**config.mk**
```make
export PLATFORM = sky130hd
export DESIGN_NAME = pass_cmd_fifo
export DESIGN_NICKNAME = d
export VERILOG_FILES = /design/src/pass_pkg.sv /design/src/pass_cmd_fifo.sv
export VERILOG_INCLUDE_DIRS = /design/src /design/src/src
export SDC_FILE = /design/constraint.sdc
export NUM_CORES = 1
export LEC_CHECK = 0
export BUFFER_PORTS_ARGS = -buffer_cell sky130_fd_sc_hd__buf_4
export CAP_MARGIN = 20
export CORE_AREA = 4 4 87 89
export DETAILED_ROUTE_END_ITERATION = 10
export DIE_AREA = 0 0 91 93
export GPL_ROUTABILITY_DRIVEN = 1
export GPL_TIMING_DRIVEN = 1
export SYNTH_ARGS = -nofsm -noshare
export SYNTH_HDL_FRONTEND = slang
export SYNTH_SLANG_ARGS = --single-unit
export TNS_END_PERCENT = 10
```
**constraint.sdc**
```tcl
create_clock -name clock -period 7.59 [get_ports clock]
set_clock_uncertainty 0.1 [all_clocks]
set_input_delay 1.518 -clock clock [delete_from_list [all_inputs] [get_ports clock]]
set_output_delay 1.518 -clock clock [all_outputs]
set_load 0.03 [all_outputs]
```
**src/assert_macros.svh**
```systemverilog
// assertion macros shared by the rtl, empty when SYNTH is set
`ifndef ASSERT_MACROS_SVH
`define ASSERT_MACROS_SVH

`ifndef SYNTH

// condition holds at every clock edge outside reset
`define PASS_ASSERT(lbl, clk, rst, expr) \
   lbl: assert property (@(posedge clk) disable iff (rst) (expr)) \
      else $error("pass assertion failed");

// consequent holds in the cycle after the antecedent
`define PASS_ASSERT_NEXT(lbl, clk, rst, ante, cons) \
   lbl: assert property (@(posedge clk) disable iff (rst) (ante) |=> (cons)) \
      else $error("pass assertion failed");

`else

`define PASS_ASSERT(lbl, clk, rst, expr)
`define PASS_ASSERT_NEXT(lbl, clk, rst, ante, cons)

`endif

`endif

```
**src/pass_pkg.sv**
```systemverilog
`default_nettype none

package pass_pkg;

   localparam int SLOT_COUNT     = 16;
   localparam int PAYLOAD_BYTES  = 64;
   localparam int SLOT_W         = (SLOT_COUNT > 1) ? $clog2(SLOT_COUNT) : 1;
   localparam int IDX_W          = (PAYLOAD_BYTES > 1) ? $clog2(PAYLOAD_BYTES) : 1;
   localparam int ADDR_W         = (SLOT_COUNT * PAYLOAD_BYTES > 1) ?
                                   $clog2(SLOT_COUNT * PAYLOAD_BYTES) : 1;
   localparam int OP_W           = 2;
   localparam int BYTE_W         = 8;
   localparam int REQ_LEN_W      = 16;
   localparam int STATUS_W       = 2;
   localparam int LEN_W          = 7;
   localparam int COUNT_W        = 5;
   localparam int CMD_FIFO_DEPTH = 2;

   typedef enum logic [OP_W-1:0] {
      OP_ENQUEUE = 2'd0,
      OP_PAYLOAD = 2'd1,
      OP_DEQUEUE = 2'd2,
      OP_COUNT   = 2'd3
   } op_type;

   typedef enum logic [STATUS_W-1:0] {
      ST_OK    = 2'd0,
      ST_FULL  = 2'd1,
      ST_EMPTY = 2'd2
   } status_type;

   typedef enum logic {
      CMD_RESULT = 1'b0,
      CMD_STREAM = 1'b1
   } cmd_kind_type;

   // work handed from the front to the back
   typedef struct packed {
      cmd_kind_type               kind;
      status_type                 status;
      logic [BYTE_W-1:0]          action_type;
      logic [LEN_W-1:0]           length;
      logic [LEN_W-1:0]           written;
      logic [SLOT_W-1:0]          slot;
      logic [COUNT_W-1:0]         used_count;
   } cmd_type;

   typedef struct packed {
      status_type                 status;
      logic [BYTE_W-1:0]          action_type_res;
      logic [LEN_W-1:0]           length_res;
      logic [BYTE_W-1:0]          data_byte_res;
      logic                       byte_valid;
      logic [COUNT_W-1:0]         used_count;
      logic                       last;
   } rsp_type;

   typedef struct packed {
      logic                       stream_done;
   } back_status_type;

   function automatic logic [ADDR_W-1:0] payload_addr(input logic [SLOT_W-1:0] slot,
                                                      input logic [IDX_W-1:0] pos);
      return ADDR_W'(slot) * ADDR_W'(PAYLOAD_BYTES) + ADDR_W'(pos);
   endfunction

endpackage

`default_nettype wire

```
**src/pass_cmd_fifo.sv**
```systemverilog
`default_nettype none
`include "assert_macros.svh"

module pass_cmd_fifo import pass_pkg::*; (
   input  logic    clock,
   input  logic    reset,
   input  logic    push,
   input  cmd_type push_data,
   output logic    space,
   output logic    valid,
   output cmd_type data,
   input  logic    pop
);

   localparam int PTR_W = (CMD_FIFO_DEPTH > 1) ? $clog2(CMD_FIFO_DEPTH) : 1;
   localparam int CNT_W = $clog2(CMD_FIFO_DEPTH + 1);

   cmd_type            mem_ff [CMD_FIFO_DEPTH];
   logic [PTR_W-1:0]   wr_ptr_ff, wr_ptr_in;
   logic [PTR_W-1:0]   rd_ptr_ff, rd_ptr_in;
   logic [CNT_W-1:0]   count_ff, count_in;

   function automatic logic [PTR_W-1:0] ptr_next(input logic [PTR_W-1:0] ptr);
      return (ptr == PTR_W'(CMD_FIFO_DEPTH - 1)) ? '0 : ptr + PTR_W'(1);
   endfunction

   assign space = count_ff < CNT_W'(CMD_FIFO_DEPTH);
   assign valid = count_ff != '0;
   assign data  = mem_ff[rd_ptr_ff];

   always_comb begin
      wr_ptr_in = push ? ptr_next(wr_ptr_ff) : wr_ptr_ff;
      rd_ptr_in = pop  ? ptr_next(rd_ptr_ff) : rd_ptr_ff;
      count_in  = count_ff;
      if (push && !pop) begin
         count_in = count_ff + CNT_W'(1);
      end else if (pop && !push) begin
         count_in = count_ff - CNT_W'(1);
      end
   end

   always_ff @(posedge clock) begin
      if (reset) begin
         wr_ptr_ff <= '0;
         rd_ptr_ff <= '0;
         count_ff  <= '0;
      end else begin
         wr_ptr_ff <= wr_ptr_in;
         rd_ptr_ff <= rd_ptr_in;
         count_ff  <= count_in;
      end
   end

   always_ff @(posedge clock) begin
      if (push) begin
         mem_ff[wr_ptr_ff] <= push_data;
      end
   end

   `PASS_ASSERT(a_fifo_no_overflow, clock, reset, !(push && count_ff == CNT_W'(CMD_FIFO_DEPTH)))
   `PASS_ASSERT(a_fifo_no_underflow, clock, reset, !(pop && count_ff == '0))

endmodule

`default_nettype wire

```
==> impl_metrics.ini, run 1 <==
[status]
run_status = complete, no violations

[sta]
setup_tns_ns = 0
worst_pin_slew_ns = 0.974
hold_viol_final = 0
slew_headroom_pct = 34.9
hold_ws_ns = 0.417
fmax_mhz = 283
final_max_slew_viol_count = 0
rsz0062_at_grt = no
setup_violations = 0
post-route-min-period_ns = 3.54
timing.final.crit_share_pct = 46.6

[cells_and_area]
nNetsFinal = 249
drive_above_1_share_pct = 58.6
layout_commonest_cell = buf_4
areaGrowthSynthToFinish_pct = 32.8
fin_area_um2 = 3540
final_cell_mix = buf_4, edfxtp_1, mux2_2
antenna_cells = 0

[cts]
holdBufCountCts = 0
cts_tree = yes
cts_buffer_depth = 2
htreeDepth = 3
clock_latency_ns = 0.33
cts_resized = 0
clock_sinks = 73
cts_root_buf = clkbuf_8
cts_buffers = 9
post-cts-setup-buffer-count = 0
clkTransAtPathRegs_ns = 0.08

[die]
chipHeight_um = 93
start_util_pct = 39.5
die_area_um2 = 8460
placementRows = 30
fp.coreArea_um2 = 6760
ioPinCount = 74
fp.dieW_um = 91

[synth]
yosysTopAreaCellShare_pct = 76.5
avgSynthCellArea_um2 = 20.9
mappedNetlistArea_um2 = 2670
ys_ff_latch = 73
synth_largest_area_cell = edfxtp_1
yosysWarnings = 0
syn_inst = 128
yosysSeqAreaShare_pct = 80.3
yosys-top-cells-area = edfxtp_1, mux2_2, dfxtp_1
syn_nets = 167
synthDistinctLibCells = 16

[power_and_ir_drop]
power_frac_seq_pct = 48.3
power_frac_comb_pct = 15.1
p_int_uw = 753
power.density_nw_per_um2 = 279
sw_frac_of_total_pct = 23.7
vdd_drop_max_mv = 0.115
p_clk_share_pct = 36.5
p_leak_uw = 0.00134
power.switching_uw = 234

[placement]
place_area_um2 = 3300
dp_hpwl_um = 3340
routabilityCongestion = 0.677
io_buffers = 73

[global_routing]
antenna_found_initial = 0
grt_first_pass_wirelength_um = 7510
grtUsageTotal_pct = 12.1
overflow = 0
grt_pass1_vias = 1518
grt_max_degree = 35

[critical_path]
path_cells = buf_4, mux2_2, buf_4
path_buf_inv = 2
required_ns = 5.97
cp_slowest_cell = dfxtp_1
cp-start-kind = register
crit_arrival_ns = 1.92
rr_worst_depth = 2
path_class = reg2out
cpLargestDelayFamily = flip-flops
cp-end-kind = output pin
path_depth = 3
slowest_delay_ns = 0.61
crit_top_cell = buf_4
critPathMaxFanout = 24

[run]
drv_cap = 0

[drt]
drt-pass1-iter-count = 4
route.detailed.drc = 0
finalWirelength_um = 4790
wl_per_cell_um = 16.2
via_count = 1392
drtIter0Drc = 40
via_per_inst = 4.72
ant_nets = 0

[hold_path]
hold_path_depth = 2
min-delay-path-class = reg2reg
## layout make-up
| class | instances | area [um2] |
|---|---|---|
| clock buffers | 10 | 128 |
| flip-flops and latches | 73 | 2140 |
| inverters | 2 | 7.51 |
| repair buffers | 75 | 563 |
| fillers | 553 | 3210 |
| well taps | 80 | 100 |
| clock inverters | 6 | 115 |
| multi-input cells | 49 | 488 |
## path summary, 6_finish.rpt
check,startpoint,endpoint,slack [ns]
worst max-delay path,register,data[0],4.05
worst min-delay path,rd_ptr_ff,register,0.42
worst max register to register,wr_ptr_ff,mem_ff[1][17],5.81
worst min register to register,rd_ptr_ff,register,0.42
## synth_stat cells
master	number
o21ai_0	1
a21oi_1	1
or2_2	1
mux2_2	34
or3_1	1
and2_1	1
buf_2	1
nor2b_1	1
xnor2_1	2
edfxtp_1	68
xor2_1	2
ha_1	1
inv_1	2
buf_6	3
dfxtp_1	5
nor2_1	4
## state kept, by name (all words and copies together), names as in the netlist, named ones only
name	flops
count_ff	2
mem_ff	68
rd_ptr_ff	1
wr_ptr_ff	1
## power groups by stage
stage	clock, uW	sequential (uW)	combinational (uW)
final	361	477	149
after global routing	393	480	159
after CTS	372	478	152
after detailed placement	0	487	151
after global placement	0	485	148
after floorplan	0	482	94.8
## per-stage QoR
step | std cells | worst slack, ns | utilization (%) | power (uW)
6_report | 295 | 4.05 | 52.4 | 987
3_5_place_dp | 279 | 4.38 | 48.9 | 638
2_1_floorplan | 128 | 4.01 | - | 577
4_1_cts | 295 | 3.99 | 52.4 | 1000
3_3_place_gp | 279 | 4.43 | 48.9 | 633
5_1_grt | 295 | 3.91 | 52.4 | 1030
## cells by family (layout without fill, tap and decap cells)
| family | after synthesis | count (layout) | synth area share [%] |
|---|---|---|---|
| buffers and inverters | 6 | 93 | 1.73 |
| muxes | 34 | 34 | 14.3 |
| and+or+nand+nor | 8 | 8 | 1.50 |
| xor gates and xnor gates | 4 | 4 | 1.31 |
| AOI/OAI and AO/OA | 2 | 2 | 0.375 |
| DFF | 73 | 73 | 80.3 |
| adders and majority gates | 1 | 1 | 0.469 |
## routing by layer
metal,part of all wire (%),vias to the layer above,track usage (%)
met5,0,-,0
met1,41,672,13.3
li1,-,658,-
met3,6.3,11,3.86
met2,50,51,20.0
met4,2.8,0,7.91
## worst min-delay path, delay by kind of cell, from the launching register on
family / cells / cell delay, ns
xor gates and xnor gates: 1 / 0.08
DFF: 1 / 0.33
and+or+nand+nor: 1 / 0.07
Note: power is estimated with default switching activity, not from simulation.
==> run 2, diff against run 1 <==
==> constraint.sdc (replaced) <==
create_clock -name clock -period 3.71 [get_ports clock]
set_clock_uncertainty 0.1 [all_clocks]
set_input_delay 0.742 -clock clock [delete_from_list [all_inputs] [get_ports clock]]
set_output_delay 0.742 -clock clock [all_outputs]
set_load 0.03 [all_outputs]
==> run 2 against run 1 <==
Compared with the run above: largest power group unchanged; register-to-register slack got worse by 3.7 ns; setup slack got worse by 3.1 ns; clock power increased by 84%; critical path depth unchanged; critical path type unchanged; sequential share of layout area increased by 0.41 points; worst hold slack got worse by 0.014 ns; via count decreased by 1.1%.
==> impl_metrics.ini, run 2 (synthesis results as in run 1) <==
[global_routing]
grt_pass1_vias = 1531
overflow = 0
grt_max_degree = 35
grt_first_pass_wirelength_um = 7720
grtUsageTotal_pct = 12.4
antenna_found_initial = 0

[placement]
io_buffers = 73
detailedPlace.worstSlack_ns = 1.29
routabilityCongestion = 0.743
dp_hpwl_um = 3370

[die]
start_util_pct = 39.5
fp.dieW_um = 91
placementRows = 30
die_area_um2 = 8460
chipHeight_um = 93
fp.coreArea_um2 = 6760
ioPinCount = 74

[cts]
cts_resized = 0
cts_tree = yes
cts_buffer_depth = 2
clock_sinks = 73
cts_root_buf = clkbuf_8
htreeDepth = 3
clock_latency_ns = 0.33
clkTransAtPathRegs_ns = 0.08
holdBufCountCts = 0
post-cts-setup-buffer-count = 0
cts_buffers = 9

[cells_and_area]
antenna_cells = 0
drive_above_1_share_pct = 58.6
top_regs = mem_ff: 68 flops, count_ff: 2 flops
max_flop_register = mem_ff
areaGrowthSynthToFinish_pct = 31.9
nNetsFinal = 249
fill_cells = 555
largest_register_ffs = 68
layout_commonest_cell = buf_4
final_cell_mix = buf_4, edfxtp_1, mux2_2

[drt]
drtIter0Drc = 44
finalWirelength_um = 4890
via_count = 1377
route.detailed.drc = 0
drt-pass1-iter-count = 2
wl_per_cell_um = 16.6
ant_nets = 0
via_per_inst = 4.67

[sta]
fmax_mhz = 360
worst_pin_slew_ns = 0.976
setup_tns_ns = 0
post-route-min-period_ns = 2.78
setup_violations = 0
hold_viol_final = 0
slew_headroom_pct = 34.8
rsz0062_at_grt = no
setup_ws_ns = 0.935
final_max_slew_viol_count = 0
timing.final.crit_share_pct = 74.8

[hold_path]
min-delay-path-class = reg2reg
min_from = count_ff[1]

[critical_path]
rr_startpoint = wr_ptr_ff
path_class = reg2out
required_ns = 2.87
crit_arrival_ns = 1.93
cp-end-kind = output pin
cp-start-kind = register
critPathMaxFanout = 24

[status]
run_status = complete, no violations

[run]
drv_cap = 0

[power_and_ir_drop]
p_leak_uw = 0.00132
power.density_nw_per_um2 = 553
vdd_drop_max_mv = 0.219
-- run 2: worst max-delay path: stages (launching register included) --
cell	delay [ns]
dfxtp_1	0.62
buf_4	0.40
mux2_2	0.39
buf_4	0.17
-- run 2: report_power, final --
part / leakage [uW] / switching (uW) / total (uW) / internal [uW]
Combinational: 0.000545 / 174 / 306 / 132
Clock: 0.0000991 / 285 / 666 / 381
Sequential: 0.000680 / 18.3 / 976 / 958
-- run 2: cell type report --
cell class	count	area (um2)	area share, %
clock buffers	10	128	3.63
clock inverters	6	91.3	2.60
inverters	2	7.51	0.213
multi-input cells	49	488	13.9
flip-flops and latches	73	2140	60.9
well taps	80	100	2.84
repair buffers	75	563	16.0
-- run 2: final timing paths --
check                                    end  slack [ns]  cells after the start
worst max-delay path                 data[9]        0.93                      3
worst min-delay path             count_ff[1]        0.40                      2
worst max register to register  mem_ff[0][8]        2.10                      1
worst min register to register   count_ff[1]        0.40                      2
-- run 2: through the flow --
step | instance area [um2] | cells | total power, uW | utilization [%] | hold slack (ns)
global route | 3520 | 295 | 2040 | 52.1 | 0.444
CTS | 3520 | 295 | 1980 | 52.1 | 0.408
floorplan | 2670 | 128 | 1180 | - | 0.360
global placement | 3300 | 279 | 1300 | 48.9 | 0.376
detailed placement | 3300 | 279 | 1310 | 48.9 | 0.393
finish | 3520 | 295 | 1950 | 52.1 | 0.403
-- run 2: routing by layer --
metal	track usage (%)	routed length [um]	up-vias
met2	20.7	2490	53
met3	4.10	286	8
met1	13.7	2020	663
met5	0	0	-
li1	-	-	653
met4	7.91	99	0
==> run 3, diff against run 2 <==
==> constraint.sdc (replaced) <==
create_clock -name clock -period 2.68 [get_ports clock]
set_clock_uncertainty 0.1 [all_clocks]
set_input_delay 0.536 -clock clock [delete_from_list [all_inputs] [get_ports clock]]
set_output_delay 0.536 -clock clock [all_outputs]
set_load 0.03 [all_outputs]
==> run 3 against run 2 <==
Compared with the run above: utilization rose by 0.35 points; via count increased by 0.29%; cell count grew 0.68%; critical endpoint unchanged; sequential cell count is the same; worst hold slack worse by 0.11 ns; sequential share of layout area is 0.41 points lower; first-iteration DRC count increased by 6.8%; largest power group unchanged.
==> impl_metrics.ini, run 3 (synthesis results as in run 1) <==
[status]
run_status = complete, no violations

[die]
fp.coreArea_um2 = 6760
chipHeight_um = 93
die_area_um2 = 8460
ioPinCount = 74
placementRows = 30
start_util_pct = 39.5
fp.dieW_um = 91

[critical_path]
cp_slowest_cell = mux2_2
crit_top_cell = buf_4
cpLargestDelayFamily = buffers and inverters
cp-end-kind = output pin
path_cells = buf_4, mux2_2, buf_4
path_class = reg2out
required_ns = 2.04
cp-start-kind = register
path_buf_inv = 2
slowest_delay_ns = 0.38
critPathMaxFanout = 17
crit_arrival_ns = 1.47

[power_and_ir_drop]
power_frac_seq_pct = 50.5
sw_frac_of_total_pct = 23.8
p_int_uw = 2030
power.density_nw_per_um2 = 752
vdd_drop_max_mv = 0.424
p_leak_uw = 0.00135
p_clk_share_pct = 33.1
power.switching_uw = 634
power_frac_comb_pct = 16.4
power_uw = 2670

[placement]
dp_hpwl_um = 3420
io_buffers = 73
placed_cells = 282
routabilityCongestion = 0.703

[sta]
slew_headroom_pct = 59.4
final_max_slew_viol_count = 0
fmax_mhz = 475
post-route-min-period_ns = 2.11
setup_tns_ns = 0
worst_pin_slew_ns = 0.608
rsz0062_at_grt = no
timing.final.crit_share_pct = 78.6
hold_viol_final = 0
setup_violations = 0

[global_routing]
grtUsageTotal_pct = 11.8
grt_pass1_vias = 1500
overflow = 0
grt_first_pass_wirelength_um = 7450
grt_max_degree = 24
antenna_found_initial = 0

[cts]
htreeDepth = 3
holdBufCountCts = 0
cts_root_buf = clkbuf_8
cts_resized = 0
cts_buffer_depth = 2
cts_buffers = 9
clkTransAtPathRegs_ns = 0.07
post-cts-setup-buffer-count = 0
clock_latency_ns = 0.33
cts_tree = yes
clock_sinks = 73

[run]
drv_cap = 0

[cells_and_area]
areaGrowthSynthToFinish_pct = 32.8
max_flop_register = mem_ff
post-route-util_pct = 52.4
stdcell_count = 297
final_cell_mix = buf_4, edfxtp_1, mux2_2
antenna_cells = 0
largest_register_ffs = 68
nNetsFinal = 252
top_regs = mem_ff: 68 flops, count_ff: 2 flops
layout_commonest_cell = buf_4
fill_cells = 551
drive_above_1_share_pct = 59.4

[drt]
drtIter0Drc = 47
via_count = 1381
via_per_inst = 4.65
drt-pass1-iter-count = 4
wl_per_cell_um = 15.9
finalWirelength_um = 4740
ant_nets = 0
route.detailed.drc = 0

[hold_path]
min-delay-path-class = in2reg
-- run 3: worst register-to-register path: cells and delay by family (launching register included) --
family | cells | cell delay [ns]
buffers and inverters | 1 | 0.26
DFF | 1 | 0.40
and+or+nand+nor | 1 | 0.55
-- run 3: metal layers --
| metal | vias to the layer above | part of all wire (%) | wire length, um | global-route usage [%] |
|---|---|---|---|---|
| li1 | 660 | - | - | - |
| met4 | 0 | 1.6 | 76 | 5.28 |
| met5 | - | 0 | 0 | 0 |
| met1 | 662 | 41 | 1950 | 13.7 |
| met2 | 52 | 50 | 2390 | 19.4 |
| met3 | 7 | 6.8 | 323 | 4.42 |
-- run 3: power groups by stage --
stage / logic [uW] / registers [uW] / clock network [uW]
final: 438 / 1350 / 881
after global routing: 465 / 1350 / 971
after CTS: 445 / 1350 / 910
after detailed placement: 443 / 1370 / 0
after global placement: 437 / 1370 / 0
after floorplan: 268 / 1370 / 0
-- run 3: stage by stage --
step                instance area, um2  worst slack, ns  hold WS [ns]
detailed placement                3340            0.781         0.403
CTS                               3540            0.540         0.269
finish                            3540            0.574         0.290
floorplan                         2670           0.0818         0.360
global placement                  3340            0.809         0.374
global route                      3540            0.504         0.258
-- run 3: layout make-up --
type / count / area [um2] / area share (%)
Sequential cell: 73 / 2140 / 60.5
Timing Repair Buffer: 78 / 598 / 16.9
Multi-Input combinational cell: 49 / 488 / 13.8
Clock buffer: 9 / 124 / 3.50
Tap cell: 80 / 100 / 2.82
Clock inverter: 6 / 83.8 / 2.37
Inverter: 2 / 7.51 / 0.212
-- run 3: worst paths after layout --
kind | from | endpoint | slack [ns] | depth (start not counted)
max reg2reg | wr_ptr_ff | mem_ff[1][27] | 1.07 | 2
min | push_data[12] | mem_ff[1][12] | 0.29 | 1
min reg2reg | count_ff[1] | count_ff[1] | 0.42 | 2
max | register | data[9] | 0.57 | 3
