==> config.mk <==
export PLATFORM = sky130hd
export DESIGN_NAME = pass_back_flat
export DESIGN_NICKNAME = d
export VERILOG_FILES = /design/src/pass_pkg.sv /design/src/pass_chan_if.sv /design/src/pass_back.sv /design/src/flat_wrapper.sv
export VERILOG_INCLUDE_DIRS = /design/src /design/src/src
export SDC_FILE = /design/constraint.sdc
export NUM_CORES = 1
export LEC_CHECK = 0
export BUFFER_PORTS_ARGS = -buffer_cell sky130_fd_sc_hd__buf_2
export CAP_MARGIN = 5
export CORE_UTILIZATION = 58
export CTS_CLUSTER_DIAMETER = 30
export DETAILED_ROUTE_END_ITERATION = 7
export PLACE_DENSITY = 0.88
export RECOVER_POWER = 25
export SLEW_MARGIN = 20
export SYNTH_ARGS = -nofsm -noshare
export SYNTH_HDL_FRONTEND = slang
export SYNTH_SLANG_ARGS = --single-unit
==> constraint.sdc <==
create_clock -name clock -period 12 [get_ports clock]
set_clock_uncertainty 0.1 [all_clocks]
set_input_delay 1.2 -clock clock [delete_from_list [all_inputs] [get_ports clock]]
set_output_delay 1.2 -clock clock [all_outputs]
set_load 0.03 [all_outputs]
==> src/assert_macros.svh <==
// assertion macros shared by the rtl, empty when SYNTH is set
`ifndef ASSERT_MACROS_SVH
`define ASSERT_MACROS_SVH

`ifndef SYNTH

// condition holds at every clock edge outside reset
`define PASS_ASSERT(lbl, clk, rst, expr) \
   lbl: assert property (@(posedge clk) disable iff (rst) (expr)) \
      else $error("pass assertion failed");

// consequent holds in the cycle after the antecedent
`define PASS_ASSERT_NEXT(lbl, clk, rst, ante, cons) \
   lbl: assert property (@(posedge clk) disable iff (rst) (ante) |=> (cons)) \
      else $error("pass assertion failed");

`else

`define PASS_ASSERT(lbl, clk, rst, expr)
`define PASS_ASSERT_NEXT(lbl, clk, rst, ante, cons)

`endif

`endif

==> src/pass_pkg.sv <==
`default_nettype none

package pass_pkg;

   localparam int SLOT_COUNT     = 16;
   localparam int PAYLOAD_BYTES  = 64;
   localparam int SLOT_W         = (SLOT_COUNT > 1) ? $clog2(SLOT_COUNT) : 1;
   localparam int IDX_W          = (PAYLOAD_BYTES > 1) ? $clog2(PAYLOAD_BYTES) : 1;
   localparam int ADDR_W         = (SLOT_COUNT * PAYLOAD_BYTES > 1) ?
                                   $clog2(SLOT_COUNT * PAYLOAD_BYTES) : 1;
   localparam int OP_W           = 2;
   localparam int BYTE_W         = 8;
   localparam int REQ_LEN_W      = 16;
   localparam int STATUS_W       = 2;
   localparam int LEN_W          = 7;
   localparam int COUNT_W        = 5;
   localparam int CMD_FIFO_DEPTH = 2;

   typedef enum logic [OP_W-1:0] {
      OP_ENQUEUE = 2'd0,
      OP_PAYLOAD = 2'd1,
      OP_DEQUEUE = 2'd2,
      OP_COUNT   = 2'd3
   } op_type;

   typedef enum logic [STATUS_W-1:0] {
      ST_OK    = 2'd0,
      ST_FULL  = 2'd1,
      ST_EMPTY = 2'd2
   } status_type;

   typedef enum logic {
      CMD_RESULT = 1'b0,
      CMD_STREAM = 1'b1
   } cmd_kind_type;

   // work handed from the front to the back
   typedef struct packed {
      cmd_kind_type               kind;
      status_type                 status;
      logic [BYTE_W-1:0]          action_type;
      logic [LEN_W-1:0]           length;
      logic [LEN_W-1:0]           written;
      logic [SLOT_W-1:0]          slot;
      logic [COUNT_W-1:0]         used_count;
   } cmd_type;

   typedef struct packed {
      status_type                 status;
      logic [BYTE_W-1:0]          action_type_res;
      logic [LEN_W-1:0]           length_res;
      logic [BYTE_W-1:0]          data_byte_res;
      logic                       byte_valid;
      logic [COUNT_W-1:0]         used_count;
      logic                       last;
   } rsp_type;

   typedef struct packed {
      logic                       stream_done;
   } back_status_type;

   function automatic logic [ADDR_W-1:0] payload_addr(input logic [SLOT_W-1:0] slot,
                                                      input logic [IDX_W-1:0] pos);
      return ADDR_W'(slot) * ADDR_W'(PAYLOAD_BYTES) + ADDR_W'(pos);
   endfunction

endpackage

`default_nettype wire

==> src/pass_chan_if.sv <==
`default_nettype none


interface pass_rsp_if import pass_pkg::*; ();
   logic                 valid;
   logic                 ready;
   logic [STATUS_W-1:0]  status;
   logic [BYTE_W-1:0]    action_type_res;
   logic [LEN_W-1:0]     length_res;
   logic [BYTE_W-1:0]    data_byte_res;
   logic                 byte_valid;
   logic [COUNT_W-1:0]   used_count;
   logic                 last;

   modport source (output valid, status, action_type_res, length_res, data_byte_res,
                   byte_valid, used_count, last, input ready);
   modport sink   (input valid, status, action_type_res, length_res, data_byte_res,
                   byte_valid, used_count, last, output ready);
endinterface

`default_nettype wire

==> src/pass_back.sv <==
`default_nettype none
`include "assert_macros.svh"

module pass_back import pass_pkg::*; (
   input  logic              clock,
   input  logic              reset,
   input  logic              cmd_valid,
   input  cmd_type           cmd_data,
   output logic              cmd_pop,
   output logic              ram_rd_en,
   output logic [ADDR_W-1:0] ram_rd_addr,
   input  logic [BYTE_W-1:0] ram_rd_data,
   output back_status_type   back_status,
   pass_rsp_if.source        rsp_bus
);

   logic             busy_ff, busy_in;
   cmd_type          cur_ff, cur_in;
   logic [LEN_W-1:0] k_ff, k_in;
   logic             s1_valid_ff, s1_valid_in;
   rsp_type          s1_res_ff, s1_res_in;
   logic             s1_ram_ff, s1_ram_in;
   logic             out_valid_ff, out_valid_in;
   rsp_type          out_ff, out_in;

   logic             adv, issue, is_stream, elem_last;
   cmd_type          src;
   logic [LEN_W-1:0] k;

   assign adv       = !out_valid_ff || rsp_bus.ready;
   assign src       = busy_ff ? cur_ff : cmd_data;
   assign k         = busy_ff ? k_ff : '0;
   assign issue     = adv && (busy_ff || cmd_valid);
   assign cmd_pop   = adv && !busy_ff && cmd_valid;
   assign is_stream = src.kind == CMD_STREAM;
   assign elem_last = !is_stream || (k == src.length - LEN_W'(1));

   assign ram_rd_en   = issue && is_stream;
   assign ram_rd_addr = payload_addr(src.slot, k[IDX_W-1:0]);

   always_comb begin
      busy_in                 = busy_ff;
      cur_in                  = cur_ff;
      k_in                    = k_ff;
      back_status.stream_done = 1'b0;
      if (issue && is_stream) begin
         if (elem_last) begin
            busy_in                 = 1'b0;
            back_status.stream_done = 1'b1;
         end else begin
            busy_in = 1'b1;
            cur_in  = src;
            k_in    = k + LEN_W'(1);
         end
      end
   end

   // stage one: element chosen, ram read in flight
   always_comb begin
      s1_valid_in = s1_valid_ff;
      s1_res_in   = s1_res_ff;
      s1_ram_in   = s1_ram_ff;
      if (adv) begin
         s1_valid_in               = issue;
         s1_res_in                 = '0;
         s1_res_in.status          = src.status;
         s1_res_in.action_type_res = src.action_type;
         s1_res_in.last            = elem_last;
         s1_ram_in                 = 1'b0;
         if (is_stream) begin
            s1_res_in.length_res = src.length;
            s1_res_in.byte_valid = 1'b1;
            // positions never written since reset read as zero
            s1_ram_in            = k < src.written;
         end else begin
            s1_res_in.used_count = src.used_count;
         end
      end
   end

   always_comb begin
      out_valid_in = out_valid_ff;
      out_in       = out_ff;
      if (adv) begin
         out_valid_in         = s1_valid_ff;
         out_in               = s1_res_ff;
         out_in.data_byte_res = s1_ram_ff ? ram_rd_data : '0;
      end
   end

   always_ff @(posedge clock) begin
      if (reset) begin
         busy_ff      <= 1'b0;
         s1_valid_ff  <= 1'b0;
         out_valid_ff <= 1'b0;
      end else begin
         busy_ff      <= busy_in;
         s1_valid_ff  <= s1_valid_in;
         out_valid_ff <= out_valid_in;
      end
   end

   always_ff @(posedge clock) begin
      cur_ff    <= cur_in;
      k_ff      <= k_in;
      s1_res_ff <= s1_res_in;
      s1_ram_ff <= s1_ram_in;
      out_ff    <= out_in;
   end

   assign rsp_bus.valid           = out_valid_ff;
   assign rsp_bus.status          = out_ff.status;
   assign rsp_bus.action_type_res = out_ff.action_type_res;
   assign rsp_bus.length_res      = out_ff.length_res;
   assign rsp_bus.data_byte_res   = out_ff.data_byte_res;
   assign rsp_bus.byte_valid      = out_ff.byte_valid;
   assign rsp_bus.used_count      = out_ff.used_count;
   assign rsp_bus.last            = out_ff.last;

   `PASS_ASSERT(a_stream_index_in_range, clock, reset, !busy_ff || k_ff < cur_ff.length)
   `PASS_ASSERT_NEXT(a_stream_continues, clock, reset, issue && is_stream && !elem_last, busy_ff)

endmodule

`default_nettype wire

==> src/flat_wrapper.sv <==
// flat-port wrapper written by rule: the top's interface ports become plain ports
module pass_back_flat import pass_pkg::*;
  (clock, reset, cmd_valid, cmd_data, cmd_pop, ram_rd_en, ram_rd_addr, ram_rd_data, back_status, rsp_bus_valid, rsp_bus_status, rsp_bus_action_type_res, rsp_bus_length_res, rsp_bus_data_byte_res, rsp_bus_byte_valid, rsp_bus_used_count, rsp_bus_last, rsp_bus_ready);
  pass_rsp_if rsp_bus_i ();
  input  logic clock;
  input  logic reset;
  input  logic cmd_valid;
  input  cmd_type cmd_data;
  output logic cmd_pop;
  output logic ram_rd_en;
  output logic [ADDR_W-1:0] ram_rd_addr;
  input  logic [BYTE_W-1:0] ram_rd_data;
  output back_status_type back_status;
  output wire logic [$bits(rsp_bus_i.valid)-1:0] rsp_bus_valid;
  output wire logic [$bits(rsp_bus_i.status)-1:0] rsp_bus_status;
  output wire logic [$bits(rsp_bus_i.action_type_res)-1:0] rsp_bus_action_type_res;
  output wire logic [$bits(rsp_bus_i.length_res)-1:0] rsp_bus_length_res;
  output wire logic [$bits(rsp_bus_i.data_byte_res)-1:0] rsp_bus_data_byte_res;
  output wire logic [$bits(rsp_bus_i.byte_valid)-1:0] rsp_bus_byte_valid;
  output wire logic [$bits(rsp_bus_i.used_count)-1:0] rsp_bus_used_count;
  output wire logic [$bits(rsp_bus_i.last)-1:0] rsp_bus_last;
  input wire logic [$bits(rsp_bus_i.ready)-1:0] rsp_bus_ready;
  assign rsp_bus_valid = rsp_bus_i.valid;
  assign rsp_bus_status = rsp_bus_i.status;
  assign rsp_bus_action_type_res = rsp_bus_i.action_type_res;
  assign rsp_bus_length_res = rsp_bus_i.length_res;
  assign rsp_bus_data_byte_res = rsp_bus_i.data_byte_res;
  assign rsp_bus_byte_valid = rsp_bus_i.byte_valid;
  assign rsp_bus_used_count = rsp_bus_i.used_count;
  assign rsp_bus_last = rsp_bus_i.last;
  assign rsp_bus_i.ready = rsp_bus_ready;
  pass_back u_core (.clock(clock), .reset(reset), .cmd_valid(cmd_valid), .cmd_data(cmd_data), .cmd_pop(cmd_pop), .ram_rd_en(ram_rd_en), .ram_rd_addr(ram_rd_addr), .ram_rd_data(ram_rd_data), .back_status(back_status), .rsp_bus(rsp_bus_i));
endmodule
==> impl_metrics.json, run 1 <==
{
  "status": "finished, violations left",
  "violations": "max-capacitance violations, max-slew violations",
  "p_leak_nw": 2.04,
  "syn_to_final_growth_pct": 16.5,
  "critPathLaunchType": "flip-flop",
  "fp.dieArea_mm2": 0.00768,
  "instances_no_fill": 462,
  "cp_max_fo": 48,
  "gp_congestion": 0.922,
  "synth_area_leaders": "edfxtp_1 69%, mux2_2 5.0%, and2_1 3.4%, ha_1 2.4%, mux2i_1 2.1%",
  "cp-startpoint": "u_core.busy_ff",
  "cts_tree": "yes",
  "cts_buffers": 9,
  "fin_crit_ns": 5.82,
  "setup_violations": 0,
  "synth_commonest_cells": "98 x edfxtp_1, 23 x and2_1, 19 x mux2_2, 18 x inv_1, 12 x nor2_1",
  "diodes": 0,
  "drive_gt1_share_pct": 35.5,
  "hpwl_mm": 4.82,
  "hold_class": "flip-flop to flip-flop",
  "ant_nets": 0,
  "async_flop_share_pct": 0,
  "overflow": 0,
  "insertion_delay_ns": 0.35,
  "pre_cts_ws_ns": 7.34,
  "hold_viol": 0,
  "yosysMostFrequentCell": "edfxtp_1",
  "synth-edff-count": 98,
  "peakVddDrop_v": 0.0000935,
  "cts_setup_buffers": 0,
  "syn_inst": 268,
  "rsz0062_at_grt": "false",
  "syn_nets": 322,
  "cp.required_ns": 10.70,
  "avgSynthCellArea_um2": 15.9,
  "drt-pass1-iter-count": 4,
  "route.vias.total": 2422,
  "max-slew-margin-rel_pct": -49.2,
  "clock.fmax_mhz": 172,
  "totalPowerFinal_mw": 0.806,
  "setup_slack_ns": 6.18,
  "clockBufferDepth": 2,
  "portBuffers": 91,
  "cts_resized": 0,
  "grt_pass1_vias": 2255,
  "drv_slew": 49,
  "synth_top_area_share_pct": 69.2,
  "grt_pass1_wl_mm": 10.8,
  "regToRegSetupSlack_ns": 6.97,
  "drc": 0,
  "cts_hold_buffers": 0,
  "dpl_cell_area_mm2": 0.00480,
  "placed_cells_incl_taps": 446,
  "grt_max_degree": 59,
  "num_io_pins": 92,
  "worstMarginPinSlew_ns": 2.24,
  "power.density_mw_per_mm2": 163,
  "ctsHtreeMaxLevel": 3,
  "wl_per_cell_um": 15.0,
  "initial_utilization_pct": 61.2,
  "row_count": 30,
  "drv_cap": 1,
  "die_w_um": 87.6,
  "cp_data_arrival_time_ns": 4.52,
  "path_clk_slew_ns": 0.09,
  "syn_area_mm2": 0.00425,
  "hold_path.startpoint": "u_core.s1_res_ff[4]",
  "finalInstanceArea_mm2": 0.00495,
  "die_h_um": 87.6,
  "synth_seq_cells": 101,
  "yosys.area.top_type": "edfxtp_1",
  "period_share_pct": 48.5,
  "antenna_found_initial": 0,
  "wirelength_mm": 6.95,
  "viasPerCell": 5.24,
  "fin_nets": 415,
  "grtUsageTotal_pct": 19.3,
  "yosysWarnings": 0,
  "seq_area_frac_synth_pct": 70.6,
  "drt-initial-drc-count": 145,
  "core_area_mm2": 0.00694,
  "clock-root-buffer": "clkbuf_8",
  "clkSinkCount": 101,
  "crit_path_end_kind": "primary output",
  "tns_ns": 0,
  "fillers": 468,
  "critical_path_class": "flip-flop to primary output",
  "synthFlopType": "edfxtp_1",
  "ys_types": 45,
  "rr_startpoint": "u_core.busy_ff"
}
-- stage by stage --
step           hold slack (ns)  utilization (%)
4_1_cts                  0.323             71.7
3_5_place_dp             0.305             69.1
5_1_grt                  0.328             71.3
2_1_floorplan            0.300                -
3_3_place_gp             0.301             68.7
6_report                 0.323             71.3
-- sequential cells by signal, summed over array words and instances (netlist names) --
name	cells
u_core.rsp_bus.status	2
u_core.rsp_bus.length_res	7
u_core.busy_ff	1
u_core.k_ff	7
u_core.rsp_bus.byte_valid	1
u_core.s1_ram_ff	1
u_core.rsp_bus.used_count	5
u_core.rsp_bus.action_type_res	8
u_core.s1_res_ff	24
u_core.rsp_bus.valid	1
u_core.cur_ff	34
u_core.rsp_bus.data_byte_res	8
u_core.s1_valid_ff	1
u_core.rsp_bus.last	1
-- cell families after synthesis --
group	Yosys count	synth area share [%]
AOI/OAI and AO/OA	22	4.56
xor gates and xnor gates	11	2.27
adders and majority gates	8	2.35
buffers and inverters	30	3.41
DFF	101	70.6
muxes	31	8.33
and+or+nand+nor	65	8.45
-- cell type report --
class	instances	area, um2	area share, %
Sequential cell	101	3000	60.6
Multi-Input combinational cell	137	1090	22.0
Timing Repair Buffer	94	492	9.93
Clock buffer	9	124	2.50
Tap cell	96	120	2.42
Inverter	18	67.6	1.36
Clock inverter	7	56.3	1.14
-- routing by layer --
layer	share of wire, %	GRT usage [%]	up-vias
met1	41	25.0	1151
li1	-	-	1165
met3	7.0	5.94	12
met2	50	30.5	94
met5	0	0	-
met4	1.7	8.20	0
-- where the power goes --
| group | switching (mW) | internal [mW] | total, mW |
|---|---|---|---|
| Sequential | 0.0160 | 0.444 | 0.460 |
| Combinational | 0.0987 | 0.0528 | 0.151 |
| Clock | 0.117 | 0.0780 | 0.194 |
| Total | 0.231 | 0.574 | 0.806 |
-- placed cells by master (no fill, tap or decap), types with 8 or more instances in the layout --
| cell | netlist | layout |
|---|---|---|
| ha_1 | 8 | 8 |
| nor2_1 | 12 | 11 |
| mux2_2 | 19 | 19 |
| inv_1 | 18 | 17 |
| and2_1 | 23 | 23 |
| clkbuf_8 | 0 | 9 |
| edfxtp_1 | 98 | 98 |
| mux2i_1 | 9 | 12 |
| buf_2 | 2 | 89 |
-- critical path, stage by stage (launching register included) --
cell       delay (ns)
dfxtp_1          0.70
clkbuf_1         1.66
nand2_1          0.44
or4b_4           0.71
a2111oi_4        0.39
buf_2            0.26
-- worst paths after layout --
kind / end / cells past startpoint
min: u_core.rsp_bus.used_count[3] / 0
min reg2reg: u_core.rsp_bus.used_count[3] / 0
max: back_status / 5
max reg2reg: u_core.cur_ff[12] / 6
(Power assumes the default switching activity.)
==> inputs of run 2 (changes only) <==
Settings changed: CORE_UTILIZATION 58 to 49, PLACE_DENSITY 0.88 to 0.8.
Clock period 12 ns to 5 ns, I/O delays scaled along.
==> run 2 against run 1 <==
- the flow now finishes without violations
- worst hold slack got worse by 0.072 ns
- count of clock-buffer cells in the layout unchanged
- final cell count increased by 1.9%
- wire length is 6.0% higher
- core utilization shrank 12 points
==> impl_metrics.json, run 2 (synthesis results as in run 1) <==
{
  "reg_top3": "u_core.cur_ff: 34 flops, u_core.s1_res_ff: 24 flops",
  "critPathLaunchType": "flip-flop",
  "num_io_pins": 92,
  "slowest_delay_ns": 0.79,
  "rr_startpoint": "u_core.busy_ff",
  "cts_resized": 0,
  "hold_class": "primary input to flip-flop",
  "cts_setup_buffers": 0,
  "cp.required_ns": 4.40,
  "cp-endpoint": "back_status",
  "drt-initial-drc-count": 172,
  "clock-root-buffer": "clkbuf_8",
  "portBuffers": 91,
  "diodes": 0,
  "r2r-end": "u_core.cur_ff[31]",
  "largest_register_ffs": 34,
  "die_w_um": 95.2,
  "fp.dieArea_mm2": 0.00905,
  "worstMarginPinSlew_ns": 0.958,
  "gp_congestion": 0.902,
  "wl_per_cell_um": 15.6,
  "core_area_mm2": 0.00830,
  "cts_tree": "yes",
  "tns_ns": 0,
  "regMostFlops": "u_core.cur_ff",
  "grt_pass1_vias": 2307,
  "antenna_found_initial": 0,
  "drv_slew": 0,
  "layout_common_cells": "98 x edfxtp_1, 67 x buf_2, 24 x clkbuf_1",
  "syn_to_final_growth_pct": 16.2,
  "multi_input_area_mm2": 0.00111,
  "path_clk_slew_ns": 0.10,
  "hold_viol": 0,
  "crit_slowest_cell": "dfxtp_2",
  "overflow": 0,
  "fin_nets": 415,
  "peakVddDrop_v": 0.000177,
  "ant_nets": 0,
  "power.density_mw_per_mm2": 391,
  "path_cells": "buf_4 > mux2i_2 > and4_1 > or4b_4 > a2111oi_4 > buf_2",
  "regArea_mm2": 0.00300,
  "clock.fmax_mhz": 247,
  "drive_gt1_share_pct": 30.9,
  "hpwl_mm": 5.22,
  "viasPerCell": 5.10,
  "cp_max_fo": 33,
  "instances_no_fill": 471,
  "clockBufferDepth": 2,
  "regToRegSetupSlack_ns": 1.27,
  "max-slew-margin-rel_pct": 36.1,
  "setup_violations": 0,
  "grt_max_degree": 59,
  "rsz0062_at_grt": "false",
  "route.vias.total": 2400,
  "placed_cells_incl_taps": 455,
  "grtUsageTotal_pct": 17.5,
  "cts_hold_buffers": 0,
  "ctsHtreeMaxLevel": 3,
  "p_leak_nw": 1.96,
  "crit_path_end_kind": "primary output",
  "row_count": 33,
  "period_share_pct": 80.9,
  "fin_crit_ns": 4.05,
  "fillers": 656,
  "critical_path_class": "flip-flop to primary output",
  "final_common_cell": "edfxtp_1",
  "drc": 0,
  "initial_utilization_pct": 51.2,
  "cp_data_arrival_time_ns": 3.45,
  "status": "finished clean",
  "insertion_delay_ns": 0.37,
  "reg2reg_depth": 7,
  "cp-startpoint": "u_core.busy_ff",
  "drv_cap": 0,
  "wirelength_mm": 7.37,
  "clkSinkCount": 101,
  "die_h_um": 95.2,
  "grt_pass1_wl_mm": 11.4,
  "drt-pass1-iter-count": 4,
  "cts_buffers": 9
}
## run 2: changes by cell type in the layout (fill, tap and decap cells not counted)
cell      previous run  this run
and2_1              23        19
buf_2               89        67
and2_0               0         4
mux2i_1             12         9
dfxtp_1              3         2
clkbuf_1             3        24
mux2i_4              0         1
dfxtp_2              0         1
buf_4                1         3
mux2i_2              0         2
buf_16               1         0
## run 2: per-stage QoR
| stage | setup WS [ns] | power [mW] | cell area [um2] | utilization, % | hold WS [ns] |
|---|---|---|---|---|---|
| after CTS | 0.920 | 1.96 | 4970 | 59.9 | 0.230 |
| after global placement | 1.41 | 1.47 | 4790 | 57.7 | 0.301 |
| after detailed placement | 1.26 | 1.49 | 4790 | 57.7 | 0.305 |
| final | 0.955 | 1.93 | 4940 | 59.6 | 0.251 |
| after floorplan | 0.315 | 1.38 | 4250 | - | 0.300 |
| after global routing | 0.759 | 2.03 | 4940 | 59.6 | 0.250 |
## run 2: layout make-up
| cell class | instances | share of cell area (%) |
|---|---|---|
| Clock buffer | 9 | 2.51 |
| Clock inverter | 7 | 1.14 |
| Inverter | 18 | 1.37 |
| Multi-Input combinational cell | 137 | 22.5 |
| Sequential cell | 101 | 60.8 |
| Tap cell | 105 | 2.66 |
| Timing Repair Buffer | 94 | 9.06 |
## run 2: metal layers
layer	vias up	wire length, um	GRT usage (%)
met3	19	385	5.02
met5	-	0	0
met4	0	230	9.60
met1	1135	3010	21.9
li1	1168	-	-
met2	78	3740	27.5
## run 2: worst min-delay path by stage
stage                    startpoint                           endpoint  slack, ns  cells after the start
6_report                      reset               u_core.rsp_bus.valid       0.25                      2
5_1_grt                       reset               u_core.rsp_bus.valid       0.25                      2
4_1_cts                       reset               u_core.rsp_bus.valid       0.23                      2
3_5_place_dp    u_core.s1_res_ff[2]       u_core.rsp_bus.used_count[1]       0.30                      0
3_3_place_gp    u_core.s1_res_ff[0]                u_core.rsp_bus.last       0.30                      0
2_1_floorplan  u_core.s1_res_ff[22]  u_core.rsp_bus.action_type_res[0]       0.30                      0
## run 2: report_power, final
part | switching [mW] | internal, mW
Clock | 0.289 | 0.187
Sequential | 0.0454 | 1.07
Combinational | 0.233 | 0.114
## run 2: critical path: cells and delay by family, from the launching register on
family          cells  cell delay (ns)
compound gates      1             0.42
buf+inv             2             0.72
flops               1             0.79
mux                 1             0.35
simple gates        2             0.77
